--- config.mk ---
export PLATFORM = sky130hd
export DESIGN_NAME = ppq_ctrl
export DESIGN_NICKNAME = d
export VERILOG_FILES = /design/src/hw/rtl/ppq_pkg.sv /design/src/hw/rtl/ppq_ctrl.sv
export SDC_FILE = /design/constraint.sdc
export NUM_CORES = 1
export LEC_CHECK = 0
export BUFFER_PORTS_ARGS = -buffer_cell sky130_fd_sc_hd__buf_4
export CAP_MARGIN = 15
export CORE_UTILIZATION = 30
export CTS_CLUSTER_SIZE = 8
export DETAILED_ROUTE_END_ITERATION = 10
export HOLD_SLACK_MARGIN = 0.1
export SLEW_MARGIN = 20
export SYNTH_ARGS = -nofsm -noshare
export SYNTH_HDL_FRONTEND = slang
export SYNTH_SLANG_ARGS = --single-unit
--- constraint.sdc ---
create_clock -name clk_i -period 2.7 [get_ports clk_i]
set_clock_uncertainty 0.05 [all_clocks]
set_input_delay 0.54 -clock clk_i [delete_from_list [all_inputs] [get_ports clk_i]]
set_output_delay 0.54 -clock clk_i [all_outputs]
set_load 0.05 [all_outputs]
--- src/hw/rtl/ppq_pkg.sv ---
// Shared types, constants and command codes of the polygon point query block.
`default_nettype none

package ppq_pkg;

  localparam int unsigned MaxVertices = 16;
  localparam int unsigned MinVertices = 3;
  localparam int unsigned CoordW      = 24;
  localparam int unsigned SlotW       = 4;
  localparam int unsigned CountW      = 5;
  localparam int unsigned DistW       = 24;
  localparam int unsigned StepW       = 6;
  localparam int unsigned MulSteps    = 10;
  localparam int unsigned CsqSteps    = 3;
  localparam int unsigned DivSteps    = 52;
  localparam int unsigned SqrtSteps   = 26;

  localparam logic [DistW-1:0] DistSat = '1;

  typedef enum logic [3:0] {
    OP_IDLE  = 4'd0,
    OP_LOAD  = 4'd1,
    OP_START = 4'd2,
    OP_LDB   = 4'd3,
    OP_LDA   = 4'd4,
    OP_DIFF  = 4'd5,
    OP_MUL   = 4'd6,
    OP_EVAL  = 4'd7,
    OP_CSQ   = 4'd8,
    OP_DIVI  = 4'd9,
    OP_DIV   = 4'd10,
    OP_DMIN  = 4'd11,
    OP_NEXT  = 4'd12,
    OP_SQI   = 4'd13,
    OP_SQ    = 4'd14,
    OP_OUT   = 4'd15
  } op_e;

  typedef struct packed {
    op_e              op;
    logic [StepW-1:0] step;
    logic             short_res;
  } cmd_t;

  typedef struct packed {
    logic need_div;
  } stat_t;

endpackage

`default_nettype wire

--- src/hw/rtl/ppq_ctrl.sv ---
// Controller: query sequencer, vertex count register and result valid flag.
`default_nettype none

module ppq_ctrl #(
  parameter int unsigned MAX_VERTICES = ppq_pkg::MaxVertices
) (
  input  wire logic                              clk_i,
  input  wire logic                              rst_ni,
  input  wire logic                              in_valid_i,
  output logic                                   in_ready_o,
  input  wire logic                              in_action_i,
  input  wire logic                              cfg_valid_i,
  output logic                                   cfg_ready_o,
  input  wire logic [ppq_pkg::CountW-1:0]        cfg_data_i,
  output logic                                   out_valid_o,
  input  wire logic                              out_ready_i,
  output logic [$clog2(MAX_VERTICES)-1:0]        rd_addr_o,
  output ppq_pkg::cmd_t                          cmd_o,
  input  wire ppq_pkg::stat_t                    stat_i
);

  localparam int unsigned IW = $clog2(MAX_VERTICES);
  localparam int unsigned NW = $clog2(MAX_VERTICES + 1);
  localparam int unsigned SW = ppq_pkg::StepW;

  typedef enum logic [15:0] {
    ST_IDLE = 16'h0001,
    ST_RDJ  = 16'h0002,
    ST_LDB  = 16'h0004,
    ST_RDA  = 16'h0008,
    ST_LDA  = 16'h0010,
    ST_DIFF = 16'h0020,
    ST_MUL  = 16'h0040,
    ST_EVAL = 16'h0080,
    ST_CSQ  = 16'h0100,
    ST_DIVI = 16'h0200,
    ST_DIV  = 16'h0400,
    ST_DMIN = 16'h0800,
    ST_NEXT = 16'h1000,
    ST_SQI  = 16'h2000,
    ST_SQ   = 16'h4000,
    ST_OUT  = 16'h8000
  } state_e;

  state_e                     state_q, state_d;
  logic [ppq_pkg::CountW-1:0] vcount_q;
  logic [NW-1:0]              n_q, n_d, i_q, i_d, n_now, nm1, i_inc;
  logic [SW-1:0]              step_q, step_d;
  logic                       short_q, short_d;
  logic                       out_valid_q, out_valid_d;
  logic [31:0]                cnt_ext;
  logic                       out_free;

  assign cnt_ext     = 32'(vcount_q);
  assign n_now       = (cnt_ext > MAX_VERTICES) ? NW'(MAX_VERTICES) : cnt_ext[NW-1:0];
  assign nm1         = n_q - NW'(1);
  assign i_inc       = i_q + NW'(1);
  assign cfg_ready_o = 1'b1;
  assign out_valid_o = out_valid_q;
  assign out_free    = !out_valid_q || out_ready_i;
  assign rd_addr_o   = (state_q == ST_RDJ) ? nm1[IW-1:0] : i_q[IW-1:0];

  always_comb begin
    state_d        = state_q;
    n_d            = n_q;
    i_d            = i_q;
    step_d         = step_q;
    short_d        = short_q;
    out_valid_d    = out_valid_q && !out_ready_i;
    in_ready_o     = 1'b0;
    cmd_o.op       = ppq_pkg::OP_IDLE;
    cmd_o.step     = step_q;
    cmd_o.short_res = short_q;
    unique case (state_q)
      ST_IDLE: begin
        in_ready_o = 1'b1;
        if (in_valid_i) begin
          if (!in_action_i) begin
            cmd_o.op = ppq_pkg::OP_LOAD;
          end else begin
            cmd_o.op = ppq_pkg::OP_START;
            n_d      = n_now;
            short_d  = n_now < NW'(ppq_pkg::MinVertices);
            state_d  = (n_now < NW'(ppq_pkg::MinVertices)) ? ST_OUT : ST_RDJ;
          end
        end
      end
      ST_RDJ: state_d = ST_LDB;
      ST_LDB: begin
        cmd_o.op = ppq_pkg::OP_LDB;
        i_d      = '0;
        state_d  = ST_RDA;
      end
      ST_RDA: state_d = ST_LDA;
      ST_LDA: begin
        cmd_o.op = ppq_pkg::OP_LDA;
        state_d  = ST_DIFF;
      end
      ST_DIFF: begin
        cmd_o.op = ppq_pkg::OP_DIFF;
        step_d   = '0;
        state_d  = ST_MUL;
      end
      ST_MUL: begin
        cmd_o.op = ppq_pkg::OP_MUL;
        step_d   = step_q + SW'(1);
        if (step_q == SW'(ppq_pkg::MulSteps - 1)) begin
          step_d  = '0;
          state_d = ST_EVAL;
        end
      end
      ST_EVAL: begin
        cmd_o.op = ppq_pkg::OP_EVAL;
        state_d  = stat_i.need_div ? ST_CSQ : ST_NEXT;
      end
      ST_CSQ: begin
        cmd_o.op = ppq_pkg::OP_CSQ;
        step_d   = step_q + SW'(1);
        if (step_q == SW'(ppq_pkg::CsqSteps - 1)) begin
          step_d  = '0;
          state_d = ST_DIVI;
        end
      end
      ST_DIVI: begin
        cmd_o.op = ppq_pkg::OP_DIVI;
        state_d  = ST_DIV;
      end
      ST_DIV: begin
        cmd_o.op = ppq_pkg::OP_DIV;
        step_d   = step_q + SW'(1);
        if (step_q == SW'(ppq_pkg::DivSteps - 1)) begin
          step_d  = '0;
          state_d = ST_DMIN;
        end
      end
      ST_DMIN: begin
        cmd_o.op = ppq_pkg::OP_DMIN;
        state_d  = ST_NEXT;
      end
      ST_NEXT: begin
        cmd_o.op = ppq_pkg::OP_NEXT;
        i_d      = i_inc;
        state_d  = (i_inc == n_q) ? ST_SQI : ST_RDA;
      end
      ST_SQI: begin
        cmd_o.op = ppq_pkg::OP_SQI;
        step_d   = '0;
        state_d  = ST_SQ;
      end
      ST_SQ: begin
        cmd_o.op = ppq_pkg::OP_SQ;
        step_d   = step_q + SW'(1);
        if (step_q == SW'(ppq_pkg::SqrtSteps - 1)) begin
          step_d  = '0;
          state_d = ST_OUT;
        end
      end
      ST_OUT: begin
        // Hold the result until the output register is free.
        if (out_free) begin
          cmd_o.op    = ppq_pkg::OP_OUT;
          out_valid_d = 1'b1;
          state_d     = ST_IDLE;
        end
      end
      default: state_d = ST_IDLE;
    endcase
  end

  always_ff @(posedge clk_i or negedge rst_ni) begin
    if (!rst_ni) begin
      state_q     <= ST_IDLE;
      vcount_q    <= '0;
      n_q         <= '0;
      i_q         <= '0;
      step_q      <= '0;
      short_q     <= 1'b0;
      out_valid_q <= 1'b0;
    end else begin
      state_q     <= state_d;
      n_q         <= n_d;
      i_q         <= i_d;
      step_q      <= step_d;
      short_q     <= short_d;
      out_valid_q <= out_valid_d;
      if (cfg_valid_i) begin
        vcount_q <= cfg_data_i;
      end
    end
  end

  a_out_loaded: assert property (@(posedge clk_i) disable iff (!rst_ni)
    (state_q == ST_OUT && out_free) |=> (out_valid_q && state_q == ST_IDLE))
    else $error("result not presented after output load");

  a_short_query: assert property (@(posedge clk_i) disable iff (!rst_ni)
    (state_q == ST_IDLE && in_valid_i && in_action_i &&
     n_now < NW'(ppq_pkg::MinVertices)) |=> (state_q == ST_OUT && short_q))
    else $error("short polygon query did not skip the edge walk");

  a_walk_index: assert property (@(posedge clk_i) disable iff (!rst_ni)
    (state_q == ST_RDA) |-> (i_q < n_q))
    else $error("edge walk index beyond vertex count");

  a_mul_step: assert property (@(posedge clk_i) disable iff (!rst_ni)
    (state_q == ST_MUL) |-> (step_q < SW'(ppq_pkg::MulSteps)))
    else $error("multiply step counter out of range");

  a_ready_idle: assert property (@(posedge clk_i) disable iff (!rst_ni)
    (state_q != ST_IDLE) |-> !in_ready_o)
    else $error("input accepted while a query is running");

endmodule

`default_nettype wire

# ---- Word level (Yosys, flattened, before mapping)
# Cells that the tools add are included.
dict set report classes {
  addsub 3
  order_cmp 2
  eq_ne 28
  reduce_logical 9
  n_mux 26
}
# op n
set ops {}
lappend ops {{$pmux 16 s16} 1}
lappend ops {{$mux 16} 8}
lappend ops {{$pmux 4 s14} 1}
lappend ops {{$pmux 6 s5} 1}
lappend ops {{$mux 6} 4}
lappend ops {{$eq 16x1->1 const B} 1}
lappend ops {{$eq 16x10->1 const B} 1}
lappend ops {{$eq 16x11->1 const B} 1}
lappend ops {{$eq 16x12->1 const B} 1}
lappend ops {{$eq 16x13->1 const B} 1}
lappend ops {{$eq 16x14->1 const B} 1}
lappend ops {{$eq 16x15->1 const B} 1}
lappend ops {{$eq 16x16->1 const B} 1}
lappend ops {{$eq 16x2->1 const B} 1}
lappend ops {{$eq 16x3->1 const B} 1}
lappend ops {{$eq 16x4->1 const B} 1}
lappend ops {{$eq 16x5->1 const B} 1}
lappend ops {{$eq 16x6->1 const B} 1}
lappend ops {{$eq 16x7->1 const B} 1}
lappend ops {{$eq 16x8->1 const B} 1}
lappend ops {{$eq 16x9->1 const B} 1}
lappend ops {{$mux 14} 1}
lappend ops {{$ne 2x2->1 const B} 7}
lappend ops {{$mux 13} 1}
lappend ops {{23 further kinds} 28}
dict set report word_totals {
  reg_bits 39
  elab_cells 75
}

# ---- Depth between registers and ports, before layout
dict set report depth {
  ltp_word 7
  mapped_depth 8
  ltp_nobuf 8
}

# ---- Least setup slack after synthesis
# OpenSTA, ideal clock, no wires.
dict set report synth_path {
  path_kind {register to output}
  from {register state_q[9]}
  to {output port rd_addr_o[0]}
  arrival_time_ns 2.556
  path_buffers 2
  path_slack_ns -0.446
  path_stages_with_launch 8
  required_time_ns 2.110
  path_cell_list {dfrtp_1 -> clkbuf_1 -> nor4_1 -> buf_2 -> nand2_1 -> nor2_1 -> nand2_1 -> o21ai_0}
}
dict set report synth_via {
  elab_chain_cells 2
}
# item line_no
set synth_rtl {}
lappend synth_rtl {{from (decl)} ppq_ctrl.sv:45} ;# state_e state_q, state_d;
lappend synth_rtl {{from (signal assigned)} ppq_ctrl.sv:180} ;# state_q <= state_d;
lappend synth_rtl {{$eq 16x2->1} ppq_ctrl.sv:61} ;# assign rd_addr_o = (state_q == ST_RDJ) ? nm1[IW-1:0] : i_q[IW-1:0];
lappend synth_rtl {{$mux 4} ppq_ctrl.sv:61}
lappend synth_rtl {{to (decl)} ppq_ctrl.sv:17} ;# output logic [$clog2(MAX_VERTICES)-1:0] rd_addr_o,
# No other way between the ends.

==> metrics.cfg <==
[synthesis]
yosys-top-cells-count=dfrtp_1, nand2_1, nor2_1
synth_xor_area_frac=0.06348
synth_cell_type_count=60
synth_mux_area_frac=0.03389
async_flop_share=1.000
synth_top_cell_by_area=dfrtp_1
synth.area.top_cells=dfrtp_1, xor2_1, nand2_1, o21ai_0, nand3_1
synth_top_area_frac=0.3628
synthSimpleGateAreaFrac=0.2993
synth_warnings=0
yosysMostFrequentCell=dfrtp_1
yosysSeqAreaShare=0.3728
ys_ff_latch=39
synthFlopType=dfrtp_1
syn_area_mm2=0.002621
synthCells=293
avgSynthCellArea_um2=8.946
syn_nets=310
synthAdderAreaFrac=0.02387
synth_top_family_by_area=simple AND/OR/NAND/NOR gates
synth-edff-count=0
synth_compound_area_frac=0.1532

[timing]
worstMarginPinSlew_ns=0.9512
setup_violations=4
timing.fmax_mhz=349.3
max_slew_margin=0.3495
fin_tns_setup_ns=-0.5112
finalCritPeriodShare=1.060
slew_viol_final=0
period_needed_ns=2.863
finalHoldViolCount=0
postLayoutSetupSlackWorst_ns=-0.1629
rsz0062_at_grt=true

[final_layout]
final_nets=365
synthToLayoutAreaGrowth_pct=31.17
layout-drive-gt1-share=0.3438
antenna_cells=0
post-route-util=0.4122

[drt]
ant_nets=0
routed_wl_mm=6.646
vias=2409
vias_per_cell=5.306
drc=0
dr.first_iter.drc_count=129
wl_per_cell_um=14.64
firstDrtPassIters=5

[worst_setup_path]
crit_fanout=3
crit_type=flip-flop to output pin
end_kind=output pin
rrSetupSlack_ns=0.21
crit_path_end=cmd_o[7]
r2r-start=state_q[7]
cp_num_buf_inv=1
crit_family=simple AND/OR/NAND/NOR gates
cp_slowest_cell=or4_4
cp-start-kind=flip-flop
rr_worst_depth=10
r2r-end=state_q[1]
critical_path_depth=7
required_ns=2.11
crit_path_start=state_q[4]
path_cells=or4_4, nor4_4, o21ai_2, o21ai_1, nor2_2, o211ai_1, buf_4
max_stage_delay_ns=0.57
crit_arrival_ns=2.27

[die]
die_w_um=95.48
rows=33
start_util=0.3143
core_area_mm2=0.008341
dieArea_mm2=0.009115
dieHeight_um=95.48
io_pins=30

[global_route]
grt_pass1_vias=2195
grt_pass1_wl_mm=10.65
grt.overflow.total=0
antenna_found_initial=0
grt_start_max_net_pins=40
grt.total_usage=0.1498

[clock_network]
cts_made_buffers=5
clk_latency_ns=0.30
root_buffer=clkbuf_8
cts-htree-levels=2
clkTransAtPathRegs_ns=0.09
clockBufferDepth=2
cts_hold_buf=0
clock_sinks=39
cts_tree=done

[placement]
place.gp.congestion=0.8289
port_buffers=28
dp.final_hpwl_mm=4.810

[power_and_ir_drop]
ir_worst_vdd_mv=0.4334
power_uw=2488
power.density_mw_per_mm2=723.7
cellLeakagePower_uw=0.001559

[status]
violations=negative setup slack
status=finished, violations left

[flow_run]
cap_violations=0

[min_path]
holdCritPathClass=input port to async pin

-- timing repair --
| item | 4_1_cts | 5_1_grt |
|---|---|---|
| gates resized for setup | 15 | 20 |
| setup buffers | 7 | 5 |
| setup endpoints to repair | 8 | 8 |
| pin swaps | 8 | 4 |
-- cells by family (layout without fill, tap and decap cells) --
| logic type | after synthesis | after routing |
|---|---|---|
| buf+inv | 31 | 87 |
| compound gates | 61 | 61 |
| mux | 8 | 8 |
| fa+ha+maj | 5 | 5 |
| other cells | 1 | 1 |
| simple gates | 129 | 129 |
| xor+xnor | 19 | 19 |
| flops | 39 | 39 |
-- cell usage in the layout, fill, tap and decap left out, types with 3 or more instances in the layout --
| cell | netlist | routed |
|---|---|---|
| a21o_1 | 3 | 3 |
| a21oi_1 | 4 | 4 |
| a31oi_1 | 4 | 4 |
| and3_1 | 4 | 4 |
| and4_1 | 3 | 3 |
| buf_4 | 3 | 60 |
| buf_6 | 0 | 6 |
| clkbuf_8 | 0 | 5 |
| dfrtp_1 | 38 | 38 |
| ha_1 | 5 | 5 |
| inv_1 | 11 | 11 |
| mux2_2 | 6 | 6 |
| nand2_1 | 29 | 27 |
| nand2b_1 | 9 | 9 |
| nand3_1 | 15 | 13 |
| nand4_1 | 9 | 9 |
| nor2_1 | 19 | 16 |
| nor3_1 | 5 | 5 |
| nor4_1 | 6 | 4 |
| nor4_2 | 3 | 3 |
| nor4_4 | 2 | 4 |
| nor4b_1 | 5 | 4 |
| o21ai_0 | 18 | 15 |
| o21ai_1 | 9 | 8 |
| o21ai_2 | 0 | 4 |
| or4_4 | 1 | 3 |
| or4b_2 | 4 | 3 |
| xnor2_1 | 6 | 6 |
| xor2_1 | 13 | 13 |
-- cell type report --
class | count | area [um^2]
Sequential cell | 39 | 977.2
Clock buffer | 5 | 68.82
Multi-Input combinational cell | 223 | 1648
Inverter | 11 | 41.29
Clock inverter | 3 | 23.77
Fill cell | 830 | 4902
Tap cell | 105 | 131.4
Timing Repair Buffer | 68 | 548.0
-- where the power goes --
part,internal [uW],switching [uW],leakage [uW]
combinational,528,730,0.000999
clock,185,231,0.0000408
sequential,684,131,0.000519
-- worst min-delay path by stage --
stage / start / endpoint / slack, ns / cells after the start
after floorplan: rst_ni / i_q[0] / 0.19 / 0
after global placement: i_q[4] / i_q[4] / 0.43 / 2
after detailed placement: i_q[4] / i_q[4] / 0.45 / 2
after CTS: rst_ni / step_q[5] / 0.17 / 1
after global routing: rst_ni / step_q[5] / 0.18 / 1
final: rst_ni / step_q[5] / 0.15 / 1
-- layer usage --
metal,track usage,up-vias,routed length [um]
met5,0,-,0
met4,0.04975,0,181
met3,0.02073,17,235
met2,0.2286,67,3062
met1,0.2163,1155,3166
li1,-,1170,-
-- state kept, by name, indices dropped and copies added, names as in the netlist --
register	flops
short_q	1
i_q	5
n_q	5
state_q	16
step_q	6
vcount_q	5
out_valid_o	1
-- metrics by stage --
stage               hold WS [ns]  instance area (um^2)  std cells  worst slack (ns)
finish                    0.1528                  3438        454           -0.1629
global route              0.1819                  3438        454           -0.2442
CTS                       0.1741                  3304        449           -0.1043
detailed placement        0.4466                  3102        434           0.01775
global placement          0.4341                  3102        434           0.09902
floorplan                 0.1944                  2658        293          -0.08145
(Power assumes the default switching activity.)
